[config.mk]
export PLATFORM = sky130hd
export DESIGN_NAME = bfd_ctrl
export DESIGN_NICKNAME = d
export VERILOG_FILES = /design/src/rtl/bfd_pkg.sv /design/src/rtl/bfd_ctrl.sv
export SDC_FILE = /design/constraint.sdc
export NUM_CORES = 1
export LEC_CHECK = 0
export BUFFER_PORTS_ARGS = -buffer_cell sky130_fd_sc_hd__buf_2
export CAP_MARGIN = 0
export CORE_AREA = 4 4 41 43
export CTS_BUF_LIST = sky130_fd_sc_hd__clkbuf_4 sky130_fd_sc_hd__clkbuf_8
export DETAILED_ROUTE_END_ITERATION = 10
export DIE_AREA = 0 0 45 47
export HOLD_SLACK_MARGIN = 0.03
export SLEW_MARGIN = 5
export SYNTH_ARGS = -nofsm -noshare
export SYNTH_HDL_FRONTEND = slang
export SYNTH_SLANG_ARGS = --single-unit
[constraint.sdc]
create_clock -name clk -period 3.7 [get_ports clk]
set_input_delay 0.925 -clock clk [delete_from_list [all_inputs] [get_ports clk]]
set_output_delay 0.925 -clock clk [all_outputs]
set_load 0.03 [all_outputs]
[src/rtl/bfd_pkg.sv]
// Shared types, step codes and dither tables for the bilinear fit and dither block.
`timescale 1ns / 1ps
package bfd_pkg;

	localparam int DIV_NUM_W  = 32;
	localparam int DIV_DEN_W  = 14;
	localparam int CFG_IDX_W  = 2;
	localparam int CFG_DATA_W = 10;
	localparam int STEP_W     = 5;

	localparam logic [CFG_IDX_W-1:0] REG_SOURCE_WIDTH  = 2'd0;
	localparam logic [CFG_IDX_W-1:0] REG_SOURCE_HEIGHT = 2'd1;
	localparam logic [CFG_IDX_W-1:0] REG_FIT_WIDTH     = 2'd2;
	localparam logic [CFG_IDX_W-1:0] REG_FIT_HEIGHT    = 2'd3;

	localparam logic [9:0] RST_SOURCE_WIDTH  = 10'd500;
	localparam logic [8:0] RST_SOURCE_HEIGHT = 9'd280;
	localparam logic [9:0] RST_FIT_WIDTH     = 10'd400;
	localparam logic [8:0] RST_FIT_HEIGHT    = 9'd220;

	// sequencer steps, also used as controller state codes
	localparam logic [STEP_W-1:0] ST_IDLE  = 5'd0;
	localparam logic [STEP_W-1:0] ST_FM1   = 5'd1;
	localparam logic [STEP_W-1:0] ST_FM2   = 5'd2;
	localparam logic [STEP_W-1:0] ST_FD1   = 5'd3;
	localparam logic [STEP_W-1:0] ST_FW1   = 5'd4;
	localparam logic [STEP_W-1:0] ST_FD2   = 5'd5;
	localparam logic [STEP_W-1:0] ST_FW2   = 5'd6;
	localparam logic [STEP_W-1:0] ST_FD3   = 5'd7;
	localparam logic [STEP_W-1:0] ST_FW3   = 5'd8;
	localparam logic [STEP_W-1:0] ST_CX    = 5'd9;
	localparam logic [STEP_W-1:0] ST_CY    = 5'd10;
	localparam logic [STEP_W-1:0] ST_CC    = 5'd11;
	localparam logic [STEP_W-1:0] ST_ADR   = 5'd12;
	localparam logic [STEP_W-1:0] ST_R00   = 5'd13;
	localparam logic [STEP_W-1:0] ST_R10   = 5'd14;
	localparam logic [STEP_W-1:0] ST_R01   = 5'd15;
	localparam logic [STEP_W-1:0] ST_R11   = 5'd16;
	localparam logic [STEP_W-1:0] ST_RLAST = 5'd17;
	localparam logic [STEP_W-1:0] ST_B0    = 5'd18;
	localparam logic [STEP_W-1:0] ST_B1    = 5'd19;
	localparam logic [STEP_W-1:0] ST_OUT   = 5'd20;

	typedef struct packed {
		logic [STEP_W-1:0] step;
		logic              load;
		logic              fetch;
	} cmd_t;

	typedef struct packed {
		logic load_finishes;
		logic image_ready;
		logic scale;
		logic div_done;
		logic out_free;
	} stat_t;

	function automatic logic [2:0] dith_rb(input logic di, input logic dj);
		logic [2:0] r;
		case ({di, dj})
			2'b00:   r = 3'd0;
			2'b01:   r = 3'd3;
			2'b10:   r = 3'd5;
			default: r = 3'd1;
		endcase
		return r;
	endfunction

	function automatic logic [2:0] dith_g(input logic di, input logic dj);
		logic [2:0] r;
		case ({di, dj})
			2'b01:   r = 3'd1;
			2'b10:   r = 3'd2;
			default: r = 3'd0;
		endcase
		return r;
	endfunction

endpackage

[src/rtl/bfd_ctrl.sv]
// Controller: sequences loads, image finishing and pixel fetches.
`timescale 1ns / 1ps
module bfd_ctrl import bfd_pkg::*; (
	input  logic  clk,
	input  logic  arst_n,
	input  logic  in_valid,
	input  logic  operation,
	input  stat_t stat,
	output logic  in_ready,
	output cmd_t  cmd
);

	logic [STEP_W-1:0] state_q, state_d;

	assign in_ready = (state_q == ST_IDLE);

	always_comb begin
		state_d   = state_q;
		cmd.step  = state_q;
		cmd.load  = 1'b0;
		cmd.fetch = 1'b0;
		case (state_q)
			ST_IDLE: begin
				if (in_valid) begin
					if (!operation) begin
						cmd.load = 1'b1;
						if (stat.load_finishes) begin
							state_d = ST_FM1;
						end
					end else begin
						cmd.fetch = 1'b1;
						state_d   = stat.image_ready ? ST_CX : ST_OUT;
					end
				end
			end
			ST_FM1:   state_d = ST_FM2;
			ST_FM2:   state_d = ST_FD1;
			ST_FD1:   state_d = stat.scale ? ST_FW1 : ST_FD2;
			ST_FW1:   state_d = stat.div_done ? ST_FD2 : ST_FW1;
			ST_FD2:   state_d = ST_FW2;
			ST_FW2:   state_d = stat.div_done ? ST_FD3 : ST_FW2;
			ST_FD3:   state_d = ST_FW3;
			ST_FW3:   state_d = stat.div_done ? ST_IDLE : ST_FW3;
			ST_CX:    state_d = ST_CY;
			ST_CY:    state_d = ST_CC;
			ST_CC:    state_d = ST_ADR;
			ST_ADR:   state_d = ST_R00;
			ST_R00:   state_d = ST_R10;
			ST_R10:   state_d = ST_R01;
			ST_R01:   state_d = ST_R11;
			ST_R11:   state_d = ST_RLAST;
			ST_RLAST: state_d = ST_B0;
			ST_B0:    state_d = ST_B1;
			ST_B1:    state_d = ST_OUT;
			// hold until the output register is free
			ST_OUT:   state_d = stat.out_free ? ST_IDLE : ST_OUT;
			default:  state_d = ST_IDLE;
		endcase
	end

	always_ff @(posedge clk or negedge arst_n) begin
		if (!arst_n) begin
			state_q <= ST_IDLE;
		end else begin
			state_q <= state_d;
		end
	end

endmodule

# == Word-level counts from Yosys, hierarchy flattened ==
# Index checks and enable logic that the tools add are counted.
# word_totals
ff_bits,5
input_bits,9
out_inout_bits,8
wordCells,39
# op_classes
eq_ne,22
n_mux,14
reduce_logical,2
# ops
cell,count
5-bit case mux with 21 select lines,1
"5-bit by 4-bit == test with 1-bit output, second input constant",8
"5-bit == test, second input constant",5
5-bit 2-to-1 mux,5
"5-bit by 3-bit == test with 1-bit output, second input constant",4
"5-bit by 2-bit == test with 1-bit output, second input constant",2
"5-bit by 1-bit == test with 1-bit output, second input constant",1
5-bit zero test,1
1-bit 2-to-1 mux,5
2-bit 2-to-1 mux,2
4-bit 2-to-1 mux,1
"3-bit inequality test, second input constant",1
"2-bit inequality test, second input constant",1
2-bit AND reduction,1

# == Logic depth before layout (Yosys ltp) ==
# Gate-level depths: netlist (run 1).
# depth
ltp_word,4
ltp_mapped,5
ltp_nobuf,4

# == Worst setup path after synthesis (run 1) ==
# No wires, ideal clock.
# synth_path
kind,register to output
start,register state_q[2]
end,output port cmd[0] (netlist name)
arrival_ns,1.678
t_required_ns,2.775
path_slack_ns,1.097
stages_incl_launch_ff,5
path_buffers,1
cell_sequence,dfrtp_1 > buf_6 > or2_4 > nor3_4 > and3_2
# synth_lines
element,line_no,rtl
from (decl),bfd_ctrl.sv:13,"logic [STEP_W-1:0] state_q, state_d;"
from (signal assigned),bfd_ctrl.sv:65,state_q <= state_d;
to (decl),bfd_ctrl.sv:10,output cmd_t cmd

==> flow_summary.ini, run 1 <==
[sta]
final-hold-violation-count = 0
fin_setup_tns_ns = 0
maxSlewHeadroom_pct = 74.06
rsz0062_at_grt = false
finalCritPeriodShare_pct = 71.14
holdWs_ns = 0.4960
slew_viol_final = 0
fmax_mhz = 379.9
worstMarginPinSlew_ns = 0.3891
setup_violations = 0
min_period_ns = 2.632
finalClockSkew_ns = 0.003521

[worst_setup_path]
cp_slowest_cell = dfrtp_1
crit_arrival_ns = 1.71
start_kind = register
crit_path_end_kind = output pin
r2r_cells = 4
r2r-end = state_q[0]$_DFFE_PN0P_
worstPathRequired_ns = 2.77
regToRegStartpoint = state_q[2]$_DFFE_PN0P_
max_stage_delay_ns = 0.49
r2r_slack_ns = 2.18
criticalPathCategory = reg -> out
cp_max_fo = 11
cp_cell_sequence = or2_4 > nor3_4 > and3_2 > buf_2

[detailed_routing]
dr.first_iter.drc_count = 17
drc = 0
vias_per_cell = 5.152
first_pass_iters = 4
vias = 407
routed_wl_um = 1038
ant_nets = 0
wl_per_cell_um = 13.14

[synth]
yosysTopAreaCellShare_pct = 31.65
syn_area_um2 = 395.4
syn_nets = 55
synth.distinct_cells = 29
yosys.area.top_type = dfrtp_1
syn_inst = 46
synth_seq_cells = 5
yosysSeqAreaShare_pct = 31.65
synth_warnings = 0
synthTopCellsByArea = dfrtp_1 32%, a21oi_1 5.1%, or2_4 4.4%
avgSynthCellArea_um2 = 8.595

[clock_tree]
htree_num_levels = 1
cts_sinks = 5
cts_hold_buf = 0
cts-resized-gates = 0
cts_tree = done
cts.clk_slew.worst_paths_ns = 0.05
root_buffer = clkbuf_4
clock_latency_ns = 0.24
ctsLongestPathBuffers = 2
cts_made_buffers = 3
cts_setup_buffers = 0

[die]
fp-row-count = 13
die_w_um = 45
fp.dieH_um = 47
dieArea_um2 = 2115
core_um2 = 1301
start_util_pct = 30.38
io_pins = 17

[global_routing]
antenna_found_initial = 0
grt_max_degree = 12
grt_pass1_wl_um = 1649
track_usage_pct = 10.64
grt_pass1_vias = 390
gr-total-overflow = 0

[final_layout]
nets = 74
num_antenna_cells = 0
drive_gt1_share_pct = 43.75
layout_top_registers = state_q (5)
top_register = state_q
nFillCells = 145
area_growth_syn_to_layout_pct = 28.48
final_cell_count_no_fill = 79
largest_reg_flops = 5

[placement]
dp.final_hpwl_um = 806
io_buffers = 16
routabilityCongestion = 0.7154
dpl.cell_count = 75

[outcome]
status = finished, final reports clean

[hold_path]
hp-class = in -> async

[pwr]
power.density_nw_per_um2 = 954.1
ir_drop_mv = 0.3133
leakage_nw = 0.2441

[job]
drv_cap = 0
==> placed cells by master (no fill, tap or decap), drive strengths merged <==
| cell | netlist | final |
|---|---|---|
| nor2b | 1 | 1 |
| o211ai | 1 | 1 |
| a21oi | 4 | 4 |
| a21boi | 1 | 1 |
| and3 | 3 | 3 |
| nor3b | 1 | 1 |
| o22ai | 1 | 1 |
| mux2i | 1 | 1 |
| nand2 | 4 | 4 |
| a32oi | 1 | 1 |
| clkbuf | 1 | 4 |
| nand2b | 2 | 2 |
| o21ai | 4 | 4 |
| o22a | 1 | 1 |
| a21o | 1 | 1 |
| or2b | 1 | 1 |
| nand4 | 1 | 1 |
| inv | 2 | 2 |
| a31oi | 1 | 1 |
| dfrtp | 5 | 5 |
| xnor2 | 1 | 1 |
| a22o | 1 | 1 |
| buf | 1 | 16 |
| nor3 | 1 | 1 |
| or2 | 2 | 2 |
| nor2 | 2 | 2 |
| nand3 | 1 | 1 |
==> synthesized netlist by cell type <==
library cell	n
dfrtp_1	5
a21oi_1	4
nand2_1	4
o21ai_0	3
and3_2	2
inv_1	2
nand2b_1	2
nor2_1	2
or2_4	2
a21boi_0	1
a21o_2	1
a22o_2	1
a31oi_1	1
a32oi_1	1
and3_1	1
buf_6	1
clkbuf_2	1
mux2i_1	1
nand3_1	1
nand4_1	1
nor2b_1	1
nor3_4	1
nor3b_1	1
o211ai_1	1
o21ai_1	1
o22a_2	1
o22ai_1	1
or2b_1	1
xnor2_1	1
==> per-layer routing <==
layer  vias to the layer above  share of wire [%]  global-route usage, %
met2                        17                 48                  16.95
met3                         0                6.1                  1.149
met1                       188                 45                  14.78
met4                         0                  0                  4.094
li1                        202                  -                      -
met5                         -                  0                      0
==> how the worst max path moves through the flow <==
stage	startpoint	end	slack (ns)	depth (start not counted)
after floorplan	state_q[2]$_DFFE_PN0P_	cmd[0]	1.10	4
after global placement	operation	cmd[1]	1.33	4
after detailed placement	operation	cmd[1]	1.33	4
after CTS	state_q[2]$_DFFE_PN0P_	cmd[0]	1.08	4
after global routing	state_q[2]$_DFFE_PN0P_	cmd[0]	0.98	4
final	state_q[2]$_DFFE_PN0P_	cmd[0]	1.07	4
==> power breakdown <==
part	switching (W)	internal, W
clock	0.0000230	0.0000481
sequential	0.0000532	0.0000797
combinational	0.000164	0.000117
total	0.000240	0.000245
==> cell families after synthesis <==
group	share of synthesized area [%]
multiplexers	2.532
AO/OA/AOI/OAI	26.58
XOR/XNOR	2.216
buffers and inverters	6.012
AND/OR/NAND/NOR	31.02
flip-flops	31.65
==> worst max-delay path: cells and delay by family (launching register included) <==
kind,cells,cell delay (ns)
buffers and inverters,1,0.19
flip-flops,1,0.49
AND/OR/NAND/NOR,3,0.79
==> stage by stage <==
step	util (%)	power [W]	setup WS, ns	area, µm²
after global placement	36.73	0.0004106	1.328	478.0
final	39.04	0.0004847	1.068	508.0
after global routing	39.04	0.0005197	0.9850	508.0
after floorplan	-	0.0003523	1.097	395.4
after detailed placement	36.73	0.0004137	1.329	478.0
after CTS	39.04	0.0004864	1.082	508.0
==> final cells by class <==
type | instances | area [µm²] | area share [%]
multi-input cells | 37 | 246.5 | 48.52
flip-flops and latches | 5 | 125.1 | 24.63
clock buffers | 4 | 30.03 | 5.911
well taps | 15 | 18.77 | 3.695
inverters | 2 | 7.507 | 1.478
repair buffers | 16 | 80.08 | 15.76
No activity file was read; power rests on OpenSTA's default activity.
==> run 2: changes to the inputs <==
- ABC_AREA: default -> 1
- clock period: 3.7 -> 2.6 ns (I/O delays scaled with it)
==> run 2 against run 1 <==
Against the previous run:
- worst setup slack got worse by 0.60 ns
- final cell count rose by 51%
- worst hold slack got worse by 0.29 ns
- critical path depth did not move
- clock power rose by 30%
==> flow_summary.ini, run 2 <==
[global_routing]
grt_pass1_vias = 519
gr-total-overflow = 0
grt_pass1_wl_um = 2090
met1_usage_pct = 16.82
top_usage_layer = met2
track_usage_pct = 14.05
grt_max_degree = 13
grt_use_met2_pct = 21.75
grt_util_met3_pct = 7.280
antenna_found_initial = 0

[sta]
final-hold-violation-count = 0
setup_violations = 0
fmax_mhz = 469.7
min_period_ns = 2.129
holdWs_ns = 0.2053
maxSlewHeadroom_pct = 82.50
finalClockSkew_ns = 0.004756
rsz0062_at_grt = false
worstMarginPinSlew_ns = 0.2625
fin_setup_tns_ns = 0
slew_viol_final = 0
finalCritPeriodShare_pct = 81.89

[clock_tree]
cts-resized-gates = 0
cts_tree = done
ctsLongestPathBuffers = 2
cts.clk_slew.worst_paths_ns = 0.05
root_buffer = clkbuf_4
clock_latency_ns = 0.25
htree_num_levels = 1
cts_setup_buffers = 0
cts_hold_buf = 0
cts_sinks = 5
cts_made_buffers = 3

[synth]
synth_seq_cells = 5
yosys.area.top_type = dfrtp_1
synth_warnings = 0
synth_edf_count = 0
avgSynthCellArea_um2 = 6.006
ys.flop_type = dfrtp_1
ys_top_cells_by_count = 20 x nand2_1, 16 x inv_1, 16 x nor2_1
synth.distinct_cells = 15
syn_area_um2 = 510.5
syn_nets = 94
syn_inst = 85
yosysTopAreaCellShare_pct = 24.51
yosysMostFrequentCell = nand2_1
synthArstFlopShare_pct = 100.0
synthTopCellsByArea = dfrtp_1 25%, nand2_1 15%, inv_1 12%
yosysSeqAreaShare_pct = 24.51

[final_layout]
largest_reg_flops = 5
final_common_cell = nand2_1
layout_top_registers = state_q (5)
num_antenna_cells = 0
drive_gt1_share_pct = 27.88
nets = 114
nFillCells = 164
mostFrequentLayoutCells = 20 x nand2_1, 16 x inv_1, 16 x nor2_1, 16 x buf_2, 7 x nand3_1
final_cell_count_no_fill = 119
top_register = state_q
area_growth_syn_to_layout_pct = 22.55

[worst_setup_path]
start_kind = register
cp_max_fo = 7
max_stage_delay_ns = 0.46
crit_path_end_kind = output pin
cp_slowest_cell = dfrtp_1
criticalPathCategory = reg -> out
crit_arrival_ns = 1.48
worstPathRequired_ns = 1.95
cp_cell_sequence = nor2_4 > nand3_1 > nor3_1 > buf_2

[die]
dieArea_um2 = 2115
io_pins = 17
fp.dieH_um = 47
start_util_pct = 39.23
fp-row-count = 13
die_w_um = 45
core_um2 = 1301

[detailed_routing]
routed_wl_um = 1240
first_pass_iters = 4
vias_per_cell = 4.689
ant_nets = 0
vias = 558
dr.first_iter.drc_count = 5
drc = 0
wl_per_cell_um = 10.42

[pwr]
clkPwrFrac_pct = 12.9
total_power_w = 0.0007160
leakage_nw = 0.3834
swShare_pct = 57.85
switchingPower_w = 0.0004142
seq_power_share_pct = 23.7
power.density_nw_per_um2 = 1145
intPower_w = 0.0003018
ir_drop_mv = 0.4465
p_comb_share_pct = 63.5

[outcome]
status = finished, final reports clean

[placement]
io_buffers = 16
dp.final_hpwl_um = 1044
dpl.cell_count = 115
routabilityCongestion = 0.8588

[job]
drv_cap = 0

[hold_path]
hp-class = in -> async
run 2: cell types whose count changed after synthesis, sizes merged, moves of 2 or more:
cell	before	now
or2	2	0
nand2	4	21
nand3	1	10
and3	3	0
nor2	2	20
nor3	1	3
inv	2	17
o21ai	4	2
nand2b	2	0
run 2: cells by family (layout without fill, tap and decap cells):
family | after synthesis | count (layout) | share of synthesized area, %
buf+inv | 18 | 37 | 14.71
compound gates | 6 | 6 | 6.127
flops | 5 | 5 | 24.51
simple gates | 56 | 56 | 54.66
run 2: final timing paths:
kind / startpoint / endpoint / slack (ns) / cells after the start
hold / removal: arst_n / state_q[1]$_DFFE_PN0P_ / 0.21 / 1
hold reg to reg: state_q[3]$_DFFE_PN0P_ / state_q[1]$_DFFE_PN0P_ / 0.74 / 3
max in group asynchronous: arst_n / state_q[0]$_DFFE_PN0P_ / 2.26 / 1
setup / recovery: state_q[1]$_DFFE_PN0P_ / cmd[0] / 0.47 / 4
setup reg to reg: state_q[1]$_DFFE_PN0P_ / state_q[2]$_DFFE_PN0P_ / 1.28 / 4
min in group clk: state_q[3]$_DFFE_PN0P_ / state_q[1]$_DFFE_PN0P_ / 0.74 / 3
run 2: layout make-up:
class | count | area, µm² | area share (%)
Clock buffer | 3 | 22.52 | 3.600
Clock inverter | 1 | 5.005 | 0.8000
Inverter | 17 | 63.81 | 10.20
Multi-Input combinational cell | 62 | 310.3 | 49.60
Sequential cell | 5 | 125.1 | 20.00
Tap cell | 15 | 18.77 | 3.000
Timing Repair Buffer | 16 | 80.08 | 12.80
run 2: layer usage:
metal	wire length, µm	share of wire (%)
met1	565	46
met2	567	46
met3	100	8.1
met5	0	0
met4	7	0.56
run 2: per-stage QoR:
step / util (%) / setup WS, ns / cell area (µm²)
3_3_place_gp: 45.96 / 0.7604 / 598.1
4_1_cts: 48.08 / 0.4592 / 625.6
2_1_floorplan: - / 0.3535 / 510.5
5_1_grt: 48.08 / 0.3055 / 625.6
6_report: 48.08 / 0.4709 / 625.6
3_5_place_dp: 45.96 / 0.7391 / 598.1
run 2: worst max-delay path, delay by kind of cell (launching register included):
kind | cells | cell delay, ns
buffers and inverters | 1 | 0.22
DFF | 1 | 0.46
and+or+nand+nor | 3 | 0.55
run 2: power by group through the flow:
stage	clock [W]	sequential (W)	combinational (W)
after floorplan	0	0.000218	0.000297
after global placement	0	0.000167	0.000458
after detailed placement	0	0.000170	0.000458
after CTS	0.0000968	0.000169	0.000460
after global routing	0.000101	0.000179	0.000506
final	0.0000921	0.000170	0.000454
